[src/rtl/mpq_pkg.sv]
`timescale 1ns / 1ps
package mpq_pkg;

	localparam int KEY_BITS = 32;
	localparam int TAG_W = 16;
	localparam int OCC_BITS = 7;

	typedef enum logic [1:0] {
		ST_DONE  = 2'd0,
		ST_EMPTY = 2'd1,
		ST_FULL  = 2'd2
	} status_t;

	typedef enum logic {
		FN_ENQ = 1'b0,
		FN_DEQ = 1'b1
	} func_t;

	typedef enum logic [1:0] {
		S_IDLE = 2'd0,
		S_WORK = 2'd1,
		S_OUT  = 2'd2
	} state_t;

	// controller to datapath
	typedef struct packed {
		logic    load;
		logic    apply;
		logic    deq;
		logic    out_load;
		status_t status;
	} cmd_t;

	// datapath to controller
	typedef struct packed {
		func_t func;
		logic  empty;
		logic  full;
	} stat_t;

endpackage

[src/rtl/mpq_ctrl.sv]
`timescale 1ns / 1ps
module mpq_ctrl (
	input  logic          clk,
	input  logic          arst_n,
	input  logic          in_fire,
	input  logic          out_fire,
	input  mpq_pkg::stat_t st,
	output mpq_pkg::cmd_t  cmd,
	output logic          s_ready,
	output logic          m_valid
);

	mpq_pkg::state_t state_q, state_next;

	always_ff @(posedge clk or negedge arst_n) begin
		if (!arst_n) begin
			state_q <= mpq_pkg::S_IDLE;
		end else begin
			state_q <= state_next;
		end
	end

	always_comb begin
		state_next = state_q;
		case (state_q)
			mpq_pkg::S_IDLE: if (in_fire) state_next = mpq_pkg::S_WORK;
			mpq_pkg::S_WORK: state_next = mpq_pkg::S_OUT;
			mpq_pkg::S_OUT: begin
				if (out_fire) state_next = in_fire ? mpq_pkg::S_WORK : mpq_pkg::S_IDLE;
			end
			default: state_next = mpq_pkg::S_IDLE;
		endcase
	end

	always_comb begin
		cmd = '0;
		s_ready = 1'b0;
		m_valid = 1'b0;
		case (state_q)
			mpq_pkg::S_IDLE: begin
				s_ready = 1'b1;
				cmd.load = in_fire;
			end
			mpq_pkg::S_WORK: begin
				cmd.out_load = 1'b1;
				if (st.func == mpq_pkg::FN_ENQ) begin
					cmd.status = st.full ? mpq_pkg::ST_FULL : mpq_pkg::ST_DONE;
					cmd.apply = !st.full;
				end else begin
					cmd.status = st.empty ? mpq_pkg::ST_EMPTY : mpq_pkg::ST_DONE;
					cmd.apply = !st.empty;
					cmd.deq = 1'b1;
				end
			end
			mpq_pkg::S_OUT: begin
				m_valid = 1'b1;
				s_ready = out_fire;
				cmd.load = in_fire;
			end
			default: ;
		endcase
	end

endmodule

[config.mk]
export PLATFORM = sky130hd
export DESIGN_NAME = mpq_ctrl
export DESIGN_NICKNAME = d
export VERILOG_FILES = /design/src/rtl/mpq_pkg.sv /design/src/rtl/mpq_ctrl.sv
export SDC_FILE = /design/constraint.sdc
export NUM_CORES = 1
export LEC_CHECK = 0
export BUFFER_PORTS_ARGS = -buffer_cell sky130_fd_sc_hd__buf_2
export CAP_MARGIN = 5
export CORE_AREA = 4 4 41 43
export DETAILED_ROUTE_END_ITERATION = 7
export DIE_AREA = 0 0 45 47
export PLACE_DENSITY_LB_ADDON = 0.08
export SLEW_MARGIN = 40
export SYNTH_ARGS = -nofsm -noshare
export SYNTH_HDL_FRONTEND = slang
export SYNTH_SLANG_ARGS = --single-unit
[constraint.sdc]
create_clock -name clk -period 0.9 [get_ports clk]
set_input_delay 0.045 -clock clk [delete_from_list [all_inputs] [get_ports clk]]
set_output_delay 0.045 -clock clk [all_outputs]
set_load 0.02 [all_outputs]
======== Word level (Yosys, flattened, before mapping) ========
Index checks and enable logic that the tools add are counted.
storage, ports and cells
  bits in registers ....................... 2
  input bits .............................. 7
  output and inout port bits .............. 8
  logic and storage cells ................. 23
cells by class
  eq/ne operators ......................... 4
  mux-type cells .......................... 13
  reduce and logical (&&, ||, !) cells .... 5
operators by type and width
  operator                                              number
  2-to-1 mux 2 bit                                      4
  2-to-1 mux 1 bit                                      6
  case mux 2 bit (3 select lines)                       1
  2-to-1 mux 5 bit                                      1
  != test 2 bit (second input constant)                 2
  equality test 2 x 1 -> 1 bit (second input constant)  1
  equality test 2 bit (second input constant)           1
  logical NOT 1 bit                                     2
  logical NOT 2 bit                                     1
  case mux 1 bit (2 select lines)                       1
  AND reduction 2 bit                                   1
  OR reduction 2 bit                                    1

======== Depth between registers and ports, before layout ========
  depth after elaboration ................. 3
  mapped depth ............................ 3
  gate-level depth less buffers ........... 2

======== Worst setup path before layout ========
No wires, ideal clock.
  kind .................................... register to register
  from .................................... register state_q[0]
  to ...................................... register state_q[0]
  library setup time ...................... 0.067 ns
  data arrival time ....................... 0.925 ns
  data required time ...................... 0.833 ns
  setup slack ............................. -0.092 ns
  cell stages (with the launch flop) ...... 3
  path buffers ............................ 0
  period minus slack after synthesis ...... 0.992 ns
  cells stage by stage .................... dfrtp_1 > nor2b_1 > and2_1
on the way
  word-level cells in the longest chain between the ends .. 3
  elaborated cells between the ends (all ways) .. 7
  classes of those cells .................. eq/ne (4); mux (1); reduce/logical (2)
ends and longest elaborated chain
  item                                                             RTL line        text
  start, declared                                                  mpq_ctrl.sv:13  mpq_pkg::state_t state_q, state_next;
  start signal, assigned                                           mpq_ctrl.sv:17  state_q <= mpq_pkg::S_IDLE;
  start signal, assigned                                           mpq_ctrl.sv:19  state_q <= state_next;
  equality test 2 bit / logical NOT 2 bit (equally long branches)  mpq_ctrl.sv:25  case (state_q)
  != test 2 bit (no source line)                                   --
  AND reduction 2 bit (no source line)                             --
Several ways; a longest one is shown, not always the timed one.
A chain may end at the register's enable or synchronous reset.

==> flow_summary_export.csv <==
group,metric,value,unit
status,status,"complete, but fails checks",
status,violations,"negative setup slack",
synth,syn_avg_cell_area,8.13,um2
synth,synth_compound_area_share,3.42,%
floorplanning,pin_count,15,
clocking,worstSkewPairLatency,0.22,ns
synth,synth_fa_ha_area_share,0,%
clocking,clk_pin_slew,0.03,ns
synth,synth_area_leader_cell,"dfrtp_1",
placement,place_area,249,um2
floorplanning,die_area,0.00212,mm2
floorplanning,die_w,45,um
cells_and_area,largest_register_ffs,2,
sta,whs,0.132,ns
cells_and_area,drive_above_1_share,74.4,%
detailed_routing,wirelength,478,um
floorplanning,die_h,47,um
synth,synthTopCellsByArea,"dfrtp_1, nor2b_1, nor3b_2",
min_path,hold_path_class,"input port to async pin",
cells_and_area,postLayoutCellArea,375,um2
floorplanning,core,0.00130,mm2
worst_setup_path,worst_r2r_path_depth,4,
worst_setup_path,cp.required,0.85,ns
cells_and_area,top_register,"state_q",
synth,ys_seq_area_share,34.2,%
synth,syn_area,146,um2
cells_and_area,final_net_count,48,
worst_setup_path,critPathCaptureType,"output pin",
pwr,powerDensity,1710,mW/mm2
clocking,cts_tree,"done",
synth,synth_top_family_by_area,"simple AND/OR/NAND/NOR gates",
cells_and_area,reg.largest.list,"state_q: 2 flops",
worst_setup_path,rrSetupSlack,0.02,ns
sta,worst_slew_pin_slew,0.252,ns
detailed_routing,drt.antenna.violating_nets,0,
worst_setup_path,critical_path.max_fanout,6,
global_routing,grtUsageTotal,5.30,%
sta,final_max_slew_viol_count,0,
worst_setup_path,cp.arrival,1.09,ns
placement,dpl.hpwl,367,um
pwr,p_comb_share,50.4,%
global_routing,grt_max_degree,7,
pwr,p_int,0.000434,W
synth,synth_xor_area_share,0,%
global_routing,antenna_found_initial,0,
cells_and_area,multiInputGateArea,123,um2
synth,syn-num-nets,25,
clocking,h-tree-depth,1,
cells_and_area,seq_area,51.3,um2
pwr,ir_drop,0.633,mV
pwr,clockPowerShare,30.5,%
sta,clock_skew,0.00332,ns
worst_setup_path,cp-start-kind,"register",
sta,maxSlewHeadroom,83.2,%
clocking,cts_buffers,3,
pwr,seqPwrFrac,19.1,%
cells_and_area,fillers,149,
detailed_routing,drc,0,
run,maxCapViolations,0,
global_routing,grt_first_pass_wirelength,731,um
placement,port_buffers,14,
cells_and_area,area_delta_synth_final,156,%
synth,synthMuxAreaShare,0,%
worst_setup_path,critPathMaxStageDelay,0.37,ns
clocking,cts.sinks,2,
detailed_routing,viasPerCell,3.48,
global_routing,grt.overflow.total,0,
pwr,leakage,0.197,nW
detailed_routing,drtPass1Iterations,2,
cells_and_area,post-route-util,28.8,%
worst_setup_path,crit_chain,"nand2b_4, nor3b_4, buf_6",
cells_and_area,n_antenna_cell,0,
synth,synthCells,18,
pwr,power,0.000643,W
synth,synth_most_common_cell,"nor2b_1",
synth,synth_commonest_cells,"nor2b_1, dfrtp_1, inv_1, nor2_1",
sta,rsz0062_at_grt,"true",
synth,ys.flop_type,"dfrtp_1",
sta,hold_violations,0,
sta,fin_crit_sh,126,%
detailed_routing,avgRoutedWirePerCell,8.85,um
floorplanning,rows,13,
detailed_routing,drt_iter0_drc,4,
sta,fmax,884,MHz
synth,synth_cell_types,11,
synth,synth_edf_count,0,
pwr,net-switching-power,0.000209,W
synth,yosys_warnings,0,
synth,netlist.area_leader.share,34.2,%
clocking,clockBufferDepth,2,
floorplanning,start_util,11.2,%
global_routing,grt_pass1_vias,185,
clocking,cts-root-buf,"clkbuf_4",
detailed_routing,vias,188,
synth,yosys_register_bits,2,
synth,yosys.area_share.simple,52.1,%
placement,gp_congestion,0.635,
pwr,p_sw_share,32.5,%
synth,postSynth.asyncResetShare,100,%
worst_setup_path,path_class,"register to output pin",
sta,period_minus_slack,1.13,ns
sta,setup_viol,8,
worst_setup_path,slowest_stage,"dfrtp_1",
sta,finalWorstSetupSlack,-0.232,ns
final timing paths:
path                                   startpoint                     end
hold / removal                             arst_n  state_q[1]$_DFFE_PN0P_
min in group clk                          in_fire  state_q[0]$_DFFE_PN0P_
max in group asynchronous                  arst_n  state_q[0]$_DFFE_PN0P_
setup reg to reg           state_q[1]$_DFFE_PN0P_  state_q[0]$_DFFE_PN0P_
setup / recovery           state_q[1]$_DFFE_PN0P_                  cmd[4]
hold reg to reg            state_q[0]$_DFFE_PN0P_  state_q[1]$_DFFE_PN0P_
placed cells by master (no fill, tap or decap), drive strengths merged:
cell type    netlist  layout
and2               1       1
buf                1      18
clkbuf             0       3
dfrtp              2       2
dlygate4sd3        0       1
inv                2       2
nand2              1       1
nand2b             2       2
nor2               2       2
nor2b              5       5
nor3b              1       1
o21ai              1       1
worst max-delay path, delay by kind of cell (launching register included):
kind	cells	cell delay (ns)
flops	1	0.37
simple gates	2	0.36
buf+inv	1	0.14
through the flow:
step / TNS (ns) / setup slack [ns] / std cells
after global placement: -0.0218 / -0.0218 / 47
after global routing: -1.90 / -0.299 / 54
after CTS: -1.49 / -0.247 / 52
after detailed placement: -0.0218 / -0.0218 / 47
after floorplan: 0 / 0.00243 / 18
final: -1.41 / -0.232 / 54
cell type report:
| cell class | count | share of cell area, % |
|---|---|---|
| Sequential cell | 2 | 13.7 |
| Tap cell | 15 | 5.00 |
| Timing Repair Buffer | 19 | 40.7 |
| Clock buffer | 3 | 6.00 |
| Multi-Input combinational cell | 13 | 32.7 |
| Inverter | 2 | 2.00 |
per-layer routing:
layer | wire length, um | vias to the layer above | global-route usage, % | share of wire, %
met5 | 0 | - | 0 | 0
met4 | 0 | 0 | 7.02 | 0
met3 | 25 | 0 | 2.30 | 5.2
met2 | 273 | 6 | 7.06 | 57
met1 | 179 | 86 | 5.48 | 37
li1 | - | 96 | - | -
kinds of logic (layout without fill, tap and decap cells):
group | Yosys count | in the layout
AOI/OAI and AO/OA | 1 | 1
and+or+nand+nor | 12 | 12
buffers and inverters | 3 | 24
DFF | 2 | 2
power groups by stage:
stage,registers (W),logic (W),clock network (W)
6_report,0.000123,0.000324,0.000196
3_3_place_gp,0.000122,0.000204,0
3_5_place_dp,0.000122,0.000204,0
4_1_cts,0.000123,0.000266,0.000215
5_1_grt,0.000124,0.000349,0.000223
2_1_floorplan,0.000122,0.000140,0
repair_timing:
| item | 4_1_cts | 5_1_grt |
|---|---|---|
| gates resized for setup | 15 | 7 |
| hold endpoints to repair | 2 | 0 |
| pin swaps | 1 | 1 |
| buffers inserted | 1 | 2 |
| hold buffers | 1 | 0 |
| setup endpoints to repair | 8 | 9 |
(Power assumes the default switching activity.)
